### config.mk
export PLATFORM = sky130hd
export DESIGN_NAME = wave_channel_sequencer_top
export DESIGN_NICKNAME = d
export VERILOG_FILES = /design/src/design/wcs_pkg.sv /design/src/design/wave_channel_sequencer_top.sv
export SDC_FILE = /design/constraint.sdc
export NUM_CORES = 1
export LEC_CHECK = 0
export ABC_AREA = 1
export BUFFER_PORTS_ARGS = -buffer_cell sky130_fd_sc_hd__buf_2
export CORE_ASPECT_RATIO = 1.4
export CORE_MARGIN = 10
export CORE_UTILIZATION = 55
export CTS_CLUSTER_SIZE = 24
export DETAILED_ROUTE_END_ITERATION = 16
export PLACE_DENSITY = 0.74
export SLEW_MARGIN = 20
export SYNTH_ARGS = -nofsm -noshare
export SYNTH_HDL_FRONTEND = slang
export SYNTH_SLANG_ARGS = --single-unit
### constraint.sdc
create_clock -name clk -period 7.2 [get_ports clk]
set_input_delay 1.44 -clock clk [delete_from_list [all_inputs] [get_ports clk]]
set_output_delay 1.44 -clock clk [all_outputs]
set_load 0.1 [all_outputs]
### src/design/wcs_pkg.sv
package wcs_pkg;

	// Event kinds carried on the input tuser field.
	localparam logic [1:0] FUNC_TRIGGER = 2'd0;
	localparam logic [1:0] FUNC_LENGTH  = 2'd1;
	localparam logic [1:0] FUNC_ADVANCE = 2'd2;
	localparam logic [1:0] FUNC_QUERY   = 2'd3;

	// Configuration register indexes.
	localparam logic [2:0] REG_DAC_POWER   = 3'd0;
	localparam logic [2:0] REG_LENGTH_ON   = 3'd1;
	localparam logic [2:0] REG_VOLUME_CODE = 3'd2;
	localparam logic [2:0] REG_FREQUENCY   = 3'd3;
	localparam logic [2:0] REG_WAVE_WORD_0 = 3'd4;
	localparam logic [2:0] REG_WAVE_WORD_1 = 3'd5;
	localparam logic [2:0] REG_WAVE_WORD_2 = 3'd6;
	localparam logic [2:0] REG_WAVE_WORD_3 = 3'd7;

	localparam int CFG_INDEX_W = 3;
	localparam int CFG_DATA_W  = 32;
	localparam int WAVE_WORDS  = 4;

	localparam logic [11:0] PERIOD_BASE     = 12'd2048;
	localparam logic [8:0]  LENGTH_FULL     = 9'd256;
	localparam logic [8:0]  LENGTH_SHORT    = 9'd255;

	typedef struct packed {
		logic [8:0]  length_left;
		logic [12:0] period_out;
		logic        channel_active;
		logic [3:0]  sample_out;
	} result_t;

	// Right shift applied to the nibble for each volume code; a shift of four mutes.
	function automatic logic [2:0] vol_shift(input logic [1:0] code);
		logic [2:0] sh;
		begin
			case (code)
				2'd0: sh = 3'd4;
				2'd1: sh = 3'd0;
				2'd2: sh = 3'd1;
				2'd3: sh = 3'd2;
				default: sh = 3'd4;
			endcase
			return sh;
		end
	endfunction

endpackage

### src/design/wave_channel_sequencer_top.sv
// Wave-table sound channel sequencer.
// Input channel (s_axis_*): one beat is one event. tuser carries the event kind
// (trigger, length clock, position advance, query) and tdata bit 0 tells a
// trigger that the next frame-sequencer step does not clock length.
// Output channel (m_axis_*): exactly one result beat per input beat, in order,
// holding the shifted sample nibble, the channel enable, the timer period and
// the remaining length count.
// Configuration port (cfg_we/cfg_index/cfg_data): registers are written on any
// clock edge with cfg_we high; write them only while no event is in flight.
// Results: the result of an accepted event is written into the output
// register at the accepting edge, or into the skid register during a stall.
// Throughput: one event per clock unless stalled. The channel state is
// updated at the accepting edge, so events may arrive back to back.
// Stall: an output register and a one-beat skid register hold results; when
// both are full, s_axis_tready drops until the receiver takes a beat.
// Reset (arst_n low): all configuration and channel state clear to zero and
// both result registers empty, so s_axis_tready is high.
module wave_channel_sequencer_top import wcs_pkg::*; (
	input  logic        clk,
	input  logic        arst_n,
	// Event input.
	input  logic        s_axis_tvalid,
	output logic        s_axis_tready,
	input  logic [7:0]  s_axis_tdata,   // [0] next_step_not_length, [7:1] zero
	input  logic [1:0]  s_axis_tuser,   // [1:0] func
	// Result output.
	output logic        m_axis_tvalid,
	input  logic        m_axis_tready,
	output logic [31:0] m_axis_tdata,   // [3:0] sample_out, [4] channel_active,
	                                    // [17:5] period_out, [26:18] length_left,
	                                    // [31:27] zero
	// Configuration writes.
	input  logic                   cfg_we,
	input  logic [CFG_INDEX_W-1:0] cfg_index,
	input  logic [CFG_DATA_W-1:0]  cfg_data
);

	// Configuration registers.
	logic        dac_power_q;
	logic        length_on_q;
	logic [1:0]  volume_code_q;
	logic [10:0] frequency_q;
	logic [31:0] wave_word_q [WAVE_WORDS];

	// Channel state.
	logic        channel_on_q;
	logic [4:0]  wave_position_q;
	logic [7:0]  sample_byte_q;
	logic [8:0]  length_count_q;
	logic [12:0] timer_period_q;

	// Result holding.
	result_t out_q;
	result_t skid_q;
	logic    out_valid_q;
	logic    skid_valid_q;

	logic in_accept;
	logic out_take;
	logic [1:0] func;
	logic       not_len;

	// Next-state values.
	logic        channel_on_d;
	logic [4:0]  wave_position_d;
	logic [7:0]  sample_byte_d;
	logic [8:0]  length_count_d;
	logic [12:0] timer_period_d;
	logic [3:0]  nibble;
	logic [4:0]  advance_pos;
	logic [3:0]  wave_idx;
	logic [31:0] wave_sel;
	logic [11:0] period_half;
	result_t     result_d;

	assign s_axis_tready = !skid_valid_q;
	assign in_accept     = s_axis_tvalid && s_axis_tready;
	assign out_take      = out_valid_q && m_axis_tready;
	assign func          = s_axis_tuser;
	assign not_len       = s_axis_tdata[0];

	always_ff @(posedge clk or negedge arst_n) begin
		if (!arst_n) begin
			dac_power_q   <= 1'b0;
			length_on_q   <= 1'b0;
			volume_code_q <= 2'd0;
			frequency_q   <= 11'd0;
			for (int i = 0; i < WAVE_WORDS; i++) begin
				wave_word_q[i] <= 32'd0;
			end
		end else if (cfg_we) begin
			case (cfg_index)
				REG_DAC_POWER:   dac_power_q    <= cfg_data[0];
				REG_LENGTH_ON:   length_on_q    <= cfg_data[0];
				REG_VOLUME_CODE: volume_code_q  <= cfg_data[1:0];
				REG_FREQUENCY:   frequency_q    <= cfg_data[10:0];
				REG_WAVE_WORD_0: wave_word_q[0] <= cfg_data;
				REG_WAVE_WORD_1: wave_word_q[1] <= cfg_data;
				REG_WAVE_WORD_2: wave_word_q[2] <= cfg_data;
				REG_WAVE_WORD_3: wave_word_q[3] <= cfg_data;
				default: ;
			endcase
		end
	end

	// The byte fetched on an advance is the one under the new position.
	assign advance_pos = wave_position_q + 5'd1;
	assign wave_idx    = advance_pos[4:1];
	assign wave_sel    = wave_word_q[wave_idx[3:2]];
	assign period_half = PERIOD_BASE - {1'b0, frequency_q};

	always_comb begin
		channel_on_d    = channel_on_q;
		wave_position_d = wave_position_q;
		sample_byte_d   = sample_byte_q;
		length_count_d  = length_count_q;
		timer_period_d  = timer_period_q;
		case (func)
			FUNC_TRIGGER: begin
				// The sample byte is kept; only the position restarts.
				channel_on_d    = dac_power_q;
				wave_position_d = 5'd0;
				timer_period_d  = {period_half, 1'b0};
				if (length_count_q == 9'd0) begin
					length_count_d = (length_on_q && not_len) ? LENGTH_SHORT : LENGTH_FULL;
				end
			end
			FUNC_LENGTH: begin
				if (length_on_q && (length_count_q != 9'd0)) begin
					length_count_d = length_count_q - 9'd1;
					if (length_count_q == 9'd1) begin
						channel_on_d = 1'b0;
					end
				end
			end
			FUNC_ADVANCE: begin
				wave_position_d = advance_pos;
			end
			FUNC_QUERY: ;
			default: ;
		endcase
		if (func == FUNC_ADVANCE) begin
			sample_byte_d = wave_sel[{wave_idx[1:0], 3'b000} +: 8];
		end
		// Odd positions play the low nibble, even ones the high nibble.
		nibble = wave_position_d[0] ? sample_byte_d[3:0] : sample_byte_d[7:4];
		result_d.sample_out     = nibble >> vol_shift(volume_code_q);
		result_d.channel_active = channel_on_d;
		result_d.period_out     = timer_period_d;
		result_d.length_left    = length_count_d;
	end

	always_ff @(posedge clk or negedge arst_n) begin
		if (!arst_n) begin
			channel_on_q    <= 1'b0;
			wave_position_q <= 5'd0;
			sample_byte_q   <= 8'd0;
			length_count_q  <= 9'd0;
			timer_period_q  <= 13'd0;
		end else if (in_accept) begin
			channel_on_q    <= channel_on_d;
			wave_position_q <= wave_position_d;
			sample_byte_q   <= sample_byte_d;
			length_count_q  <= length_count_d;
			timer_period_q  <= timer_period_d;
		end
	end

	// Output register with one skid beat behind it.
	always_ff @(posedge clk or negedge arst_n) begin
		if (!arst_n) begin
			out_valid_q  <= 1'b0;
			skid_valid_q <= 1'b0;
		end else begin
			out_valid_q <= in_accept || skid_valid_q || (out_valid_q && !m_axis_tready);
			if (skid_valid_q && out_take) begin
				skid_valid_q <= 1'b0;
			end else if (in_accept && out_valid_q && !m_axis_tready) begin
				skid_valid_q <= 1'b1;
			end
		end
	end

	always_ff @(posedge clk) begin
		if (skid_valid_q) begin
			if (out_take) begin
				out_q <= skid_q;
			end
		end else if (in_accept) begin
			if (!out_valid_q || m_axis_tready) begin
				out_q <= result_d;
			end else begin
				skid_q <= result_d;
			end
		end
	end

	assign m_axis_tvalid = out_valid_q;
	assign m_axis_tdata  = {5'd0, out_q};

	// A full skid register always has a result in front of it.
	assert property (@(posedge clk) disable iff (!arst_n)
		skid_valid_q |-> out_valid_q)
		else $error("skid beat held without an output beat");

	// A trigger with the DAC off leaves the channel off.
	assert property (@(posedge clk) disable iff (!arst_n)
		(in_accept && (func == FUNC_TRIGGER) && !dac_power_q) |=> !channel_on_q)
		else $error("trigger with DAC off enabled the channel");

	// The length count never goes past a full reload.
	assert property (@(posedge clk) disable iff (!arst_n)
		length_count_q <= LENGTH_FULL)
		else $error("length count above full reload");

	// Only a trigger may raise the length count.
	assert property (@(posedge clk) disable iff (!arst_n)
		(in_accept && (func != FUNC_TRIGGER)) |=> (length_count_q <= $past(length_count_q)))
		else $error("length count grew without a trigger");

	// A beat stalled at the output holds its payload.
	assert property (@(posedge clk) disable iff (!arst_n)
		(m_axis_tvalid && !m_axis_tready) |=> $stable(m_axis_tdata))
		else $error("stalled result changed");

endmodule

# Word-level counts from Yosys, hierarchy flattened
# Index checks and enable logic that the tools add are counted.
[totals] reg_bits=235 latch_bits=0 ram_bits=0 mem_bits_ro=0 input_bits=50 memories=0
[op_classes] add_sub_neg=3 multipliers=0 n_div=0 magnitude_cmp=1 eq_ne=14 n_shift=2 n_mux=21 n_bitwise=3 reduce_logical=34
[op_table] op="2-to-1 mux 27 bit" count=4
[op_table] op="binary-select mux 32 bit (select 2 bit)" count=1
[op_table] op="2-to-1 mux 32 bit" count=2
[op_table] op="indexed part select 32 x 6 -> 8 bit" count=1
[op_table] op="2-to-1 mux 9 bit" count=3
[op_table] op="one-hot mux 9 bit (2 select lines)" count=1
[op_table] op="AND reduction 2 bit" count=9
[op_table] op="2-to-1 mux 13 bit" count=1
[op_table] op="== test 3 bit, second input constant" count=4
[op_table] op="one-hot mux 3 bit (4 select lines)" count=1
[op_table] op="subtractor 12 x 11 -> 12 bit, first input constant" count=1
[op_table] op="one-hot mux 5 bit (2 select lines)" count=1
[op_table] op="== test 9 x 1 -> 1 bit, second input constant" count=1
[op_table] op="zero test 9 bit" count=1
[op_table] op="nonzero test 9 bit" count=1
[op_table] op="subtractor 9 x 1 -> 9 bit, second input constant" count=1
[op_table] op="logical AND 1 bit" count=8
[op_table] op="2-to-1 mux 8 bit" count=1
[op_table] op="nonzero test 2 bit" count=4
[op_table] op="== test 2 bit, second input constant" count=3
[op_table] op="== test 3 x 2 -> 1 bit, second input constant" count=2
[op_table] op="AND reduction 3 bit" count=2
[op_table] op="adder 5 x 1 -> 5 bit, second input constant" count=1
[op_table] op="== test 2 x 1 -> 1 bit, second input constant" count=2
[op_table] op="other kinds (13)" count=22

# Depth between registers and ports, before layout
[logic_depth] depth_word=12 mapped_depth=17 depth_no_buf=17

# Worst setup path before layout
# OpenSTA, ideal clock, no wires.
[synth_path] path_type="in2reg" start="input m_axis_tready" end="register out_q (netlist bit m_axis_tdata[0]) (enable)" t_arrival_ns=2.828 required_time_ns=6.789 slack_ns=3.961 cell_stages=4 path_buffers=0 cell_sequence="nor2_1 a21oi_1 inv_1 nor2_1"
[synth_between] elab_chain_cells=3
[synth_lines] element="from (decl)" line_no="wave_channel_sequencer_top.sv:28" rtl="input logic m_axis_tready,"
[synth_lines] element="logical AND 1 bit / logical OR 1 bit (equally long branches)" line_no="wave_channel_sequencer_top.sv:78, wave_channel_sequencer_top.sv:190"
[synth_lines] element="inequality test 2 x 1 -> 1 bit (no line) / nonzero test 2 bit (equally long branches)"
[synth_lines] element="AND reduction 3 bit (no line) *"
[synth_lines] element="to (signal assigned)" line_no="wave_channel_sequencer_top.sv:187" rtl="out_q <= skid_q;"
[synth_lines] element="to (signal assigned)" line_no="wave_channel_sequencer_top.sv:191" rtl="out_q <= result_d;"
[synth_lines] element="to (decl)" line_no="wave_channel_sequencer_top.sv:53" rtl="result_t out_q;"
# Mark *: on every way between the ends. The rest lies on a longest branch, timed or not.
# A chain may end at the register's enable or synchronous reset.

==> run_results.csv <==
group,metric,value,unit
timing,post-route-min-period,3.56,ns
clock_network,cts_buffer_depth,3,
floorplanning,core_area,19200,um2
setup_path,r2r_start,"wave_position_q[0]$_DFFE_PN0P_",
yosys,yosysTopAreaCell,"dfrtp_1",
timing,period_share,0.495,
setup_path,crit_start,"wave_position_q[0]$_DFFE_PN0P_",
timing,fmax,0.281,GHz
cells_and_area,final_common_cell,"nand2_1",
place,dp.cells,1544,
place,port_buffers,71,
clock_network,ctsResizeCount,0,
power_and_ir_drop,peakVddDrop,195,uV
clock_network,post_cts_buffers,0,
place,dp_hpwl,15.6,mm
clock_network,cts_buffers,23,
yosys,synth_xor_area_frac,0.00731,
setup_path,crit_path_end,"m_axis_tdata[2]$_DFFE_PP_",
route,via_per_inst,5.37,
yosys,synth_area,10800,um2
setup_path,r2r.worst_path.cells,17,
cells_and_area,syn2layout_area_growth,11.4,%
setup_path,worstPathMaxFanout,34,
clock_network,h-tree-depth,1,
yosys,synth_seq_cells,235,
yosys,synthTopCellsByArea,"dfrtp_1 42%, edfxtp_1 15%, nand2_1 14%",
route,route.detailed.drc,0,
clock_network,clock_latency,0.51,ns
yosys,synth_fa_ha_area_frac,0.00464,
global_route,grt_pass1_wl,41.1,mm
timing,rsz0062_at_grt,"false",
run_status,outcome,"completed",
floorplanning,die_area,25700,um2
route,num_vias,8516,
timing,slew_headroom,0.463,
place,placed_cell_area,11200,um2
yosys,yosysWarnings,0,
yosys,synth_top_family_by_area,"simple AND/OR/NAND/NOR gates",
yosys,synth_cell_types,34,
clock_network,root_buffer,"clkbuf_16",
cells_and_area,instances_no_fill,1586,
route,drt_wl_total,24.3,mm
clock_network,clk_pin_slew,0.06,ns
clock_network,cts_hold_buffers,0,
setup_path,cp-end-kind,"flop",
setup_path,rr_endpoint,"m_axis_tdata[2]$_DFFE_PP_",
setup_path,start_kind,"flop",
setup_path,cp.arrival,3.82,ns
setup_path,r2r_slack,3.64,ns
route,drt_iter0_drc,605,
place,gp_congestion,0.858,
cells_and_area,fin_nets,1375,
clock_network,clkSinkCount,235,
power_and_ir_drop,p_per_area,342,nW/um2
power_and_ir_drop,power_leakage,5.71,nW
floorplanning,die_h,186,um
clock_network,tritoncts,"done",
global_route,grt_pass1_vias,8369,
flow_run,cap_violations,0,
global_route,grt_antenna_before_repair,0,
timing,fin_skew,0.0111,ns
setup_path,worstPathRequired,7.46,ns
floorplanning,die_x,138,um
cells_and_area,final_cell_mix,"390 x nand2_1, 181 x dfrtp_1, 164 x o21ai_0",
floorplanning,ios,84,
timing,hold_viol,0,
cells_and_area,fin_area,12000,um2
global_route,grt_start_max_net_pins,76,
power_and_ir_drop,power,4.10,mW
yosys,avgSynthCellArea,8.46,um2
cells_and_area,utilization,0.625,
timing,slew_viol_final,0,
yosys,synth-compound-area-share,0.108,
yosys,synth_cells,1274,
yosys,synthMuxAreaShare,0,
floorplanning,placementRows,60,
global_route,overflow,0,
timing,setup_violations,0,
timing,tns,0,ns
yosys,yosys.area.top_type_share,0.420,
cells_and_area,drive_gt1_frac,0.105,
global_route,groute.usage.overall,0.189,
yosys,yosysSeqAreaShare,0.571,
yosys,synthSimpleGateAreaFrac,0.246,
floorplanning,initial_core_util,0.561,
hold_path,hp-class,"flop to flop",
route,wire_per_inst,15.3,um
timing,worst_pin_slew,0.803,ns
setup_path,worstSetupPathType,"flop to flop",
route,first_pass_iters,5,
route,ant_nets,0,
[through the flow]
| stage | setup WS (ns) | hold WS, ns |
|---|---|---|
| after detailed placement | 3.66 | 0.473 |
| after CTS | 3.66 | 0.489 |
| after global routing | 3.33 | 0.502 |
| after floorplan | 3.96 | 0.449 |
| final | 3.64 | 0.482 |
| after global placement | 3.73 | 0.465 |
[worst min path at each step]
| stage | start | endpoint | slack [ns] | depth (start not counted) |
|---|---|---|---|---|
| CTS | wave_word_q[114]$_DFFE_PN0P_ | wave_word_q[114]$_DFFE_PN0P_ | 0.49 | 2 |
| detailed placement | sample_byte_q[0]$_DFFE_PN0P_ | sample_byte_q[0]$_DFFE_PN0P_ | 0.47 | 2 |
| global placement | wave_word_q[88]$_DFFE_PN0P_ | wave_word_q[88]$_DFFE_PN0P_ | 0.46 | 2 |
| finish | wave_word_q[46]$_DFFE_PN0P_ | wave_word_q[46]$_DFFE_PN0P_ | 0.48 | 2 |
| floorplan | channel_on_q$_DFFE_PN0P_ | channel_on_q$_DFFE_PN0P_ | 0.45 | 2 |
| global route | wave_word_q[59]$_DFFE_PN0P_ | wave_word_q[59]$_DFFE_PN0P_ | 0.50 | 2 |
[final cells by class]
| type | instances | area (um2) |
|---|---|---|
| Antenna cell | 1 | 2.50 |
| Fill cell | 1715 | 7200 |
| Sequential cell | 235 | 6150 |
| Timing Repair Buffer | 83 | 452 |
| Clock inverter | 10 | 101 |
| Inverter | 95 | 357 |
| Clock buffer | 31 | 656 |
| Tap cell | 248 | 310 |
| Multi-Input combinational cell | 883 | 3990 |
[power by group]
part / leakage (nW) / switching [mW] / internal, mW
clock: 0.376 / 0.489 / 0.708
combinational: 2.58 / 0.791 / 0.310
sequential: 2.75 / 0.142 / 1.66
total: 5.71 / 1.42 / 2.68
[sequential cells by signal (all words and copies together), names as in the netlist, 2 cells and up]
name             flops
wave_word_q        128
m_axis_tdata        27
skid_q              27
timer_period_q      13
frequency_q         11
length_count_q       9
sample_byte_q        8
wave_position_q      5
volume_code_q        2
[synth_stat cells, drive strengths merged]
| library cell | number |
|---|---|
| dfrtp | 181 |
| o41ai | 1 |
| a21boi | 1 |
| nand4 | 5 |
| nor2 | 87 |
| o21ai | 164 |
| conb | 1 |
| buf | 28 |
| a21oi | 39 |
| xnor2 | 1 |
| edfxtp | 54 |
| o22ai | 4 |
| xor2 | 8 |
| nor3 | 4 |
| a21bo | 1 |
| clkinv | 4 |
| nand2 | 400 |
| ha | 4 |
| o211ai | 1 |
| clkbuf | 37 |
| nand3 | 144 |
| or2 | 1 |
| a31oi | 10 |
| a22oi | 2 |
| inv | 91 |
| o221ai | 1 |
[per-layer routing]
layer	GRT usage	part of all wire	vias up
li1	-	-	4258
met3	0.0298	0.050	36
met1	0.229	0.42	4008
met4	0.0642	0.028	0
met5	0	0	-
met2	0.337	0.50	214
[kinds of logic (layout without fill, tap and decap cells)]
kind of cell,after synthesis,in the layout
compound gates,224,224
xor+xnor,9,9
fa+ha+maj,4,4
buf+inv,160,219
simple gates,641,641
flops,235,235
other cells,1,6
[critical path, stage by stage (launching register included)]
cell and delay, ns:
dfrtp_1 0.48, ha_1 0.25, nand3_1 0.09, nand2_1 0.08, nand2_2 0.46, inv_1 0.45, buf_4 0.40, nand3_1 0.13
nand3_1 0.13, nand3_1 0.20, nand2_1 0.14, nand2_1 0.07, nand2_2 0.11, nand2_1 0.05, nand3_1 0.06, nand2_1 0.07
nand2_1 0.06, nand2_1 0.06
(Power assumes the default switching activity.)
